--- src/design/pfpc_pkg.sv ---
// shared types and constants for the pressure frame parser with calibration
// no dependencies; used by the framer, the calibration stage and the top level
package pfpc_pkg;

  // field widths fixed by the sensor link
  localparam int unsigned BYTE_W     = 8;
  localparam int unsigned PRESS_W    = 16;
  localparam int unsigned ACC_W      = 20;
  localparam int unsigned CNT_W      = 4;
  localparam int unsigned POS_W      = 2;
  localparam int unsigned OUT_DATA_W = 40;

  // defaults
  localparam int unsigned CAL_SAMPLES_DEF = 10;
  localparam logic [PRESS_W-1:0] CAL_OFFSET_RST = 16'd50;

  // byte position within a frame
  localparam logic [POS_W-1:0] POS_HIGH  = 2'd0;
  localparam logic [POS_W-1:0] POS_LOW   = 2'd1;
  localparam logic [POS_W-1:0] POS_CHECK = 2'd2;

  // one completed frame handed from the framer to the calibration stage
  typedef struct packed {
    logic               ok;
    logic [PRESS_W-1:0] pressure;
    logic               cal_hit;
    logic [ACC_W-1:0]   acc;
  } frame_rec_t;

endpackage

--- src/design/pfpc_framer.sv ---
// byte framer: groups bytes into high, low, checksum frames and keeps the start-up sum
// depends on pfpc_pkg
module pfpc_framer #(
  parameter int unsigned CAL_SAMPLES = pfpc_pkg::CAL_SAMPLES_DEF
) (
  input  logic                         clk,
  input  logic                         rst,
  input  logic                         adv,
  input  logic                         accept,
  input  logic [pfpc_pkg::BYTE_W-1:0]  rx_byte,
  output logic                         rec_valid,
  output pfpc_pkg::frame_rec_t         rec
);

  localparam logic [pfpc_pkg::CNT_W-1:0] SAMPLES = pfpc_pkg::CNT_W'(CAL_SAMPLES);

  logic [pfpc_pkg::POS_W-1:0]   byte_position;
  logic [pfpc_pkg::BYTE_W-1:0]  high_byte;
  logic [pfpc_pkg::BYTE_W-1:0]  low_byte;
  logic [pfpc_pkg::CNT_W-1:0]   valid_frames_seen;
  logic [pfpc_pkg::ACC_W-1:0]   cal_accumulator;
  logic [pfpc_pkg::PRESS_W-1:0] last_pressure;

  logic                         check_pos;
  logic                         ok;
  logic                         take_cal;
  logic [pfpc_pkg::BYTE_W-1:0]  sum8;
  logic [pfpc_pkg::PRESS_W-1:0] value;
  logic [pfpc_pkg::CNT_W-1:0]   cnt_next;
  logic [pfpc_pkg::ACC_W-1:0]   acc_next;

  // checksum and start-up sum for the byte on the input
  always_comb begin
    check_pos = (byte_position == pfpc_pkg::POS_CHECK);
    sum8      = high_byte + low_byte;
    ok        = (sum8 == rx_byte);
    value     = {high_byte, low_byte};
    take_cal  = ok && (valid_frames_seen < SAMPLES);
    cnt_next  = valid_frames_seen + 1'b1;
    acc_next  = cal_accumulator + pfpc_pkg::ACC_W'(value);
  end

  // frame state, updated on each accepted item
  always_ff @(posedge clk) begin
    if (rst) begin
      byte_position     <= pfpc_pkg::POS_HIGH;
      high_byte         <= '0;
      low_byte          <= '0;
      valid_frames_seen <= '0;
      cal_accumulator   <= '0;
      last_pressure     <= '0;
    end else if (accept) begin
      unique case (byte_position)
        pfpc_pkg::POS_LOW: begin
          low_byte      <= rx_byte;
          byte_position <= pfpc_pkg::POS_CHECK;
        end
        pfpc_pkg::POS_CHECK: begin
          byte_position <= pfpc_pkg::POS_HIGH;
          if (ok) begin
            last_pressure <= value;
          end
          if (take_cal) begin
            valid_frames_seen <= cnt_next;
            cal_accumulator   <= acc_next;
          end
        end
        default: begin
          // the unused position behaves like the high byte position
          high_byte     <= rx_byte;
          byte_position <= pfpc_pkg::POS_LOW;
        end
      endcase
    end
  end

  // frame record register
  always_ff @(posedge clk) begin
    if (rst) begin
      rec_valid <= 1'b0;
    end else if (adv) begin
      rec_valid <= accept && check_pos;
    end
  end

  always_ff @(posedge clk) begin
    if (adv) begin
      rec.ok       <= ok;
      rec.pressure <= ok ? value : last_pressure;
      rec.cal_hit  <= take_cal && (cnt_next == SAMPLES);
      rec.acc      <= acc_next;
    end
  end

endmodule

--- src/design/pfpc_calib.sv ---
// calibration stage: reciprocal multiply for the average, offset and saturation,
// and the result register; depends on pfpc_pkg
module pfpc_calib #(
  parameter int unsigned CAL_SAMPLES = pfpc_pkg::CAL_SAMPLES_DEF
) (
  input  logic                          clk,
  input  logic                          rst,
  input  logic                          adv,
  input  logic                          rec_valid,
  input  pfpc_pkg::frame_rec_t          rec,
  input  logic [pfpc_pkg::PRESS_W-1:0]  cal_offset,
  output logic                          out_valid,
  output logic                          frame_ok,
  output logic [pfpc_pkg::PRESS_W-1:0]  pressure,
  output logic [pfpc_pkg::PRESS_W-1:0]  cal_value,
  output logic                          cal_ready
);

  // sum / CAL_SAMPLES as (sum * RECIP) >> SHIFT, exact for every sum below 2**ACC_W
  localparam int unsigned SHIFT   = pfpc_pkg::ACC_W + $clog2(CAL_SAMPLES);
  localparam int unsigned RECIP_W = SHIFT + 1;
  localparam int unsigned PROD_W  = pfpc_pkg::ACC_W + RECIP_W;
  localparam logic [RECIP_W-1:0] RECIP =
    RECIP_W'(((64'd1 << SHIFT) + 64'(CAL_SAMPLES) - 64'd1) / 64'(CAL_SAMPLES));

  logic                         mul_valid;
  pfpc_pkg::frame_rec_t         mul_rec;
  logic [PROD_W-1:0]            prod;
  logic [pfpc_pkg::ACC_W-1:0]   avg;
  logic [pfpc_pkg::ACC_W-1:0]   offset_ext;
  logic [pfpc_pkg::PRESS_W-1:0] cal_sat;

  // multiply stage
  always_ff @(posedge clk) begin
    if (rst) begin
      mul_valid <= 1'b0;
    end else if (adv) begin
      mul_valid <= rec_valid;
    end
  end

  always_ff @(posedge clk) begin
    if (adv) begin
      mul_rec <= rec;
      prod    <= PROD_W'(rec.acc) * PROD_W'(RECIP);
    end
  end

  // offset subtraction, saturating at zero
  always_comb begin
    avg        = prod[SHIFT +: pfpc_pkg::ACC_W];
    offset_ext = pfpc_pkg::ACC_W'(cal_offset);
    cal_sat    = (avg >= offset_ext) ? pfpc_pkg::PRESS_W'(avg - offset_ext) : '0;
  end

  // result register; the calibration state lives here and is sticky
  always_ff @(posedge clk) begin
    if (rst) begin
      out_valid <= 1'b0;
      cal_value <= '0;
      cal_ready <= 1'b0;
    end else if (adv) begin
      out_valid <= mul_valid;
      if (mul_valid && mul_rec.cal_hit) begin
        cal_value <= cal_sat;
        cal_ready <= 1'b1;
      end
    end
  end

  always_ff @(posedge clk) begin
    if (adv && mul_valid) begin
      frame_ok <= mul_rec.ok;
      pressure <= mul_rec.pressure;
    end
  end

endmodule

--- src/design/pressure_frame_parser_calibrate_core.sv ---
// Pressure frame parser with start-up zero-point calibration.
// Input stream: one received serial byte per item on s_axis. Bytes are grouped
// into frames of high byte, low byte and an 8-bit sum checksum.
// Output stream: one item per completed frame on m_axis, carrying the checksum
// flag, the latest valid pressure and the calibration zero point with its flag.
// The first CAL_SAMPLES valid frames are averaged; the average less cal_offset,
// floored at zero, becomes the calibration. cal_offset is written through
// cfg_wr_en / cfg_wr_data and is sampled when calibration completes.
// Throughput: one byte per cycle while the receiver does not stall. The framer
// updates on each accepted byte and the divide by CAL_SAMPLES is a reciprocal
// multiply with its own pipeline stage. A checksum byte's result passes through the
// framer's record register, the multiply register and then the result register.
// Reset (rst, synchronous) clears framing, the start-up sum and calibration and
// sets cal_offset to 50; no clearing pass is needed.
// When the receiver stalls the result is held in the output register and the
// pipeline freezes; s_axis_tready drops only while a result waits unaccepted.
// depends on pfpc_pkg, pfpc_framer, pfpc_calib
module pressure_frame_parser_calibrate_core #(
  parameter int unsigned CAL_SAMPLES = pfpc_pkg::CAL_SAMPLES_DEF
) (
  input  logic                              clk,
  input  logic                              rst,
  // rx_byte [7:0]
  input  logic [pfpc_pkg::BYTE_W-1:0]       s_axis_tdata,
  input  logic                              s_axis_tvalid,
  output logic                              s_axis_tready,
  // frame_ok [0], pressure [16:1], cal_value [32:17], cal_ready [33], zeros [39:34]
  output logic [pfpc_pkg::OUT_DATA_W-1:0]   m_axis_tdata,
  output logic                              m_axis_tvalid,
  input  logic                              m_axis_tready,
  input  logic                              cfg_wr_en,
  input  logic [pfpc_pkg::PRESS_W-1:0]      cfg_wr_data
);

  logic                         adv;
  logic                         accept;
  logic                         rec_valid;
  pfpc_pkg::frame_rec_t         rec;
  logic [pfpc_pkg::PRESS_W-1:0] cal_offset;
  logic                         out_valid;
  logic                         frame_ok;
  logic [pfpc_pkg::PRESS_W-1:0] pressure;
  logic [pfpc_pkg::PRESS_W-1:0] cal_value;
  logic                         cal_ready;

  // pipeline moves whenever the output register is free or being taken
  assign adv           = !out_valid || m_axis_tready;
  assign s_axis_tready = adv;
  assign accept        = s_axis_tvalid && adv;

  // offset register
  always_ff @(posedge clk) begin
    if (rst) begin
      cal_offset <= pfpc_pkg::CAL_OFFSET_RST;
    end else if (cfg_wr_en) begin
      cal_offset <= cfg_wr_data;
    end
  end

  pfpc_framer #(
    .CAL_SAMPLES (CAL_SAMPLES)
  ) u_framer (
    .clk       (clk),
    .rst       (rst),
    .adv       (adv),
    .accept    (accept),
    .rx_byte   (s_axis_tdata),
    .rec_valid (rec_valid),
    .rec       (rec)
  );

  pfpc_calib #(
    .CAL_SAMPLES (CAL_SAMPLES)
  ) u_calib (
    .clk        (clk),
    .rst        (rst),
    .adv        (adv),
    .rec_valid  (rec_valid),
    .rec        (rec),
    .cal_offset (cal_offset),
    .out_valid  (out_valid),
    .frame_ok   (frame_ok),
    .pressure   (pressure),
    .cal_value  (cal_value),
    .cal_ready  (cal_ready)
  );

  assign m_axis_tvalid = out_valid;
  assign m_axis_tdata  = {6'b0, cal_ready, cal_value, pressure, frame_ok};

endmodule

--- config.mk ---
export PLATFORM = sky130hd
export DESIGN_NAME = pressure_frame_parser_calibrate_core
export DESIGN_NICKNAME = d
export VERILOG_FILES = /design/src/design/pfpc_pkg.sv /design/src/design/pfpc_framer.sv /design/src/design/pfpc_calib.sv /design/src/design/pressure_frame_parser_calibrate_core.sv
export SDC_FILE = /design/constraint.sdc
export NUM_CORES = 1
export LEC_CHECK = 0
export BUFFER_PORTS_ARGS = -buffer_cell sky130_fd_sc_hd__buf_2
export CORE_ASPECT_RATIO = 0.75
export CORE_UTILIZATION = 45
export DETAILED_ROUTE_END_ITERATION = 7
export PLACE_DENSITY_LB_ADDON = 0.12
export SETUP_SLACK_MARGIN = 0.4
export SLEW_MARGIN = 20
export SYNTH_ARGS = -nofsm -noshare
export SYNTH_HDL_FRONTEND = slang
export SYNTH_SLANG_ARGS = --single-unit
--- constraint.sdc ---
create_clock -name clk -period 7.1 [get_ports clk]
set_clock_uncertainty 0.05 [all_clocks]
set_input_delay 1.42 -clock clk [delete_from_list [all_inputs] [get_ports clk]]
set_output_delay 1.42 -clock clk [all_outputs]
set_load 0.05 [all_outputs]
==> metrics.md <==
| Metric | Value |
|---|---|
| Flop-to-flop setup slack | `0.55 ns` |
| Met2 Wirelength | `14000 um` |
| CTS clk-pin slew, worst paths | `0.09 ns` |
| Post-detailed-route count of antenna-violating nets | `0` |
| Dpl hpwl | `29900 um` |
| Max stage delay cell, worst path | `fa_1` |
| Critical path, cell by cell | `buf_4 > ha_4 > fa_1 > ha_1 > fa_1 > fa_1 > fa_1 > inv_1 > fa_1 > inv_1 > ha_1 > a21oi_1 > o21ai_1 > a221o_1 > or3b_1 > o21ai_4 > o21ai_2 > a221o_1 > a21oi_2 > xnor2_1` |
| Register area share after synthesis | `0.299` |
| VDD IR max | `0.156 mV` |
| Buf/Inv on CP | `3` |
| R2r startpoint | `u_framer.rec[14]` |
| Gpl congestion | `0.931` |
| Core Area | `33500 um2` |
| P_leak | `0.00882 uW` |
| First DRT Iteration DRCs | `741` |
| Pwr/cell area | `209 nW/um2` |
| Drt drc | `0` |
| Async set or reset register ratio after synthesis | `0` |
| Max-slew headroom | `0.319` |
| Crit. End Element | `flip-flop` |
| Post-CTS Hold Buffers | `0` |
| Max FO, Critical Path | `4` |
| Most used cell, CP | `fa_1` |
| Uppermost routed layer | `met4` |
| Row Count | `58` |
| CTS sink cnt | `184` |
| Post-synth EDFFs | `90` |
| RSZ-0062 raised after global routing | `no` |
| Max-Cap Viols | `0` |
| Synth cell types | `62` |
| DR vias | `10400` |
| Crit path time final | `6.55 ns` |
| Worst EP required | `7.25 ns` |
| CTS buffer count | `17` |
| R2R cell count | `20` |
| Clk buf depth | `2` |
| Synth Warn # | `0` |
| Hold_sp | `u_framer.rec[26]` |
| Drt via density | `5.13` |
| Setup_tns | `0 ns` |
| Hold WC Path Type | `flip-flop to flip-flop` |
| Period utilization | `0.922` |
| I/O pins | `71` |
| Cell count after synthesis | `1458` |
| Fin cells | `2019` |
| Layout cells sized above 1 | `0.121` |
| Die span in x | `215 um` |
| Port Buffers | `64` |
| #FFs+latches synth | `184` |
| Hold Path End | `u_calib.mul_rec[26]` |
| Run status | `completed` |
| CP delay by family, top | `adder cells` |
| Synthesis-to-layout area growth | `11.9%` |
| Worst-Margin Slew | `1.02 ns` |
| Final count of negative-setup-slack endpoints | `0` |
| Die area | `34900 um2` |
| Met3 wire length | `2230 um` |
| Clk Latency, worst-skew pair | `0.45 ns` |
| Initial antenna violation count | `1` |
| Syn Area/Cell | `10.5 um2` |
| Crit path largest cell delay | `0.55 ns` |
| 1st-pass router iterations | `5` |
| CTS tree | `done` |
| Reg2reg end | `u_calib.prod[40]` |
| GR Overflow Total | `0` |
| Placed Cells | `1951` |
| Ys flop type | `dfxtp_1` |
| First-pass GRT wire length | `57300 um` |
| DP Area | `16200 um2` |
| Fmax | `153 MHz` |
| Routed WL | `36600 um` |
| Vias in the first global route | `10100` |
| Crit Path Category | `flip-flop to flip-flop` |
| All-layer global routing usage | `0.217` |
| Height of the die | `162 um` |
| WL/cell | `18.1 um` |
| Slew Limit Fails | `0` |
| Final core utilization | `0.512` |
| Mapped cell area | `15300 um2` |
| Worst path arrival time | `6.70 ns` |
| Initial Utilization | `0.458` |
| Hold Fails Final Rpt | `0` |
| Worst Hold Path Cells | `0` |
| # nets final | `1962` |
| H-tree lvl count | `4` |
| Post-route cell area | `17200 um2` |
| Worst Setup Start Kind | `flip-flop` |
| Clk root buf | `clkbuf_16` |
| Post-Route M1 WL | `20000 um` |
| Largest net degree at the start of global routing | `93` |
cells in the mapped netlist, types with 17 or more instances:
cell type | n | area share
nand2_1 | 68 | 0.017
fa_1 | 132 | 0.17
nor2_1 | 101 | 0.025
clkbuf_1 | 19 | 0.0046
a21oi_1 | 76 | 0.025
edfxtp_1 | 90 | 0.18
dfxtp_1 | 94 | 0.12
mux2i_1 | 45 | 0.029
xnor2_1 | 41 | 0.023
o21ai_0 | 33 | 0.011
a21o_1 | 25 | 0.012
nand3_1 | 19 | 0.0062
mux2_2 | 17 | 0.012
inv_1 | 231 | 0.057
ha_1 | 246 | 0.20
xor2_1 | 40 | 0.023
flip-flops by register name, indices dropped and copies added (netlist names), 16 cells and up:
name                      cells
u_framer.rec                 38
u_framer.last_pressure       16
u_calib.prod                 17
u_calib.pressure             16
cal_offset                   16
u_calib.cal_value            16
u_framer.cal_accumulator     20
u_calib.mul_rec              18
per-layer routing:
| layer | vias to the layer above | GRT usage |
|---|---|---|
| li1 | 5129 | - |
| met1 | 5007 | 0.344 |
| met2 | 199 | 0.291 |
| met3 | 23 | 0.0524 |
| met4 | 0 | 0.0451 |
| met5 | - | 0 |
cells in the final DEF, fill, tap and decap left out, drive strengths merged, types with 4 or more instances in the layout:
cell type / n
o21ai: 39
clkbuf: 17
nand3: 19
nor2: 101
inv: 237
conb: 6
dfxtp: 94
buf: 108
a21oi: 78
nand2: 69
nand4: 8
nor3: 10
a22oi: 15
mux2i: 45
edfxtp: 90
xor2: 40
or4: 4
mux2: 17
a21o: 25
and3: 6
nand2b: 9
o21bai: 5
o211ai: 6
a211oi: 4
ha: 246
o21a: 11
a31oi: 4
clkinv: 9
nor2b: 12
fa: 132
xnor2: 41
or2: 6
and2: 14
worst max-delay path by stage:
stage | from | slack, ns | cells after the start | endpoint
6_report | u_framer.rec[14] | 0.55 | 20 | u_calib.prod[40]
3_5_place_dp | u_framer.rec[2] | 0.45 | 19 | u_calib.prod[40]
5_1_grt | u_framer.rec[16] | 0.39 | 20 | u_calib.prod[40]
3_3_place_gp | u_framer.rec[2] | 0.53 | 19 | u_calib.prod[40]
2_1_floorplan | u_framer.rec[1] | 0.88 | 19 | u_calib.prod[40]
4_1_cts | u_framer.rec[2] | 0.45 | 19 | u_calib.prod[40]
kinds of logic (layout without fill, tap and decap cells):
family | after synthesis | count (layout) | share of synthesized area
muxes | 62 | 62 | 0.0418
buffers and inverters | 266 | 371 | 0.0682
xor gates and xnor gates | 81 | 81 | 0.0462
and+or+nand+nor | 270 | 270 | 0.0825
adders and majority gates | 378 | 378 | 0.373
other | 1 | 7 | 0.000244
DFF | 184 | 184 | 0.299
AOI/OAI and AO/OA | 216 | 216 | 0.0895
what timing repair did:
item                       4_1_cts  5_1_grt
buffers inserted                 0       35
setup endpoints to repair        0        5
resized for setup                0       18
worst register-to-register path, cell delays in order, from the launching register on:
cell	delay (ns)
edfxtp_1	0.47
buf_4	0.18
ha_4	0.23
fa_1	0.49
ha_1	0.34
fa_1	0.55
fa_1	0.45
fa_1	0.55
inv_1	0.05
fa_1	0.49
inv_1	0.06
ha_1	0.35
a21oi_1	0.22
o21ai_1	0.08
a221o_1	0.35
or3b_1	0.43
o21ai_4	0.22
o21ai_2	0.12
a221o_1	0.37
a21oi_2	0.16
xnor2_1	0.08
area by class of cell:
class | instances | area (um2)
Fill cell | 3065 | 16400
Multi-Input combinational cell | 1013 | 9890
Sequential cell | 184 | 4580
Inverter | 231 | 867
Timing Repair Buffer | 108 | 651
Tap cell | 450 | 563
Clock buffer | 17 | 425
Clock inverter | 15 | 194
Antenna cell | 1 | 2.50
through the flow:
| step | setup slack [ns] | power [uW] | hold slack [ns] |
|---|---|---|---|
| 3_5_place_dp | 0.453 | 2560 | 0.355 |
| 5_1_grt | 0.387 | 3840 | 0.371 |
| 4_1_cts | 0.447 | 3550 | 0.365 |
| 3_3_place_gp | 0.526 | 2560 | 0.351 |
| 2_1_floorplan | 0.876 | 2210 | 0.350 |
| 6_report | 0.551 | 3580 | 0.364 |
report_power, final:
group          internal (uW)  switching [uW]  total (uW)
clock                    482             487         969
combinational            593             817        1410
sequential              1170            38.1        1200
Power figures use the tool's default switching activity.
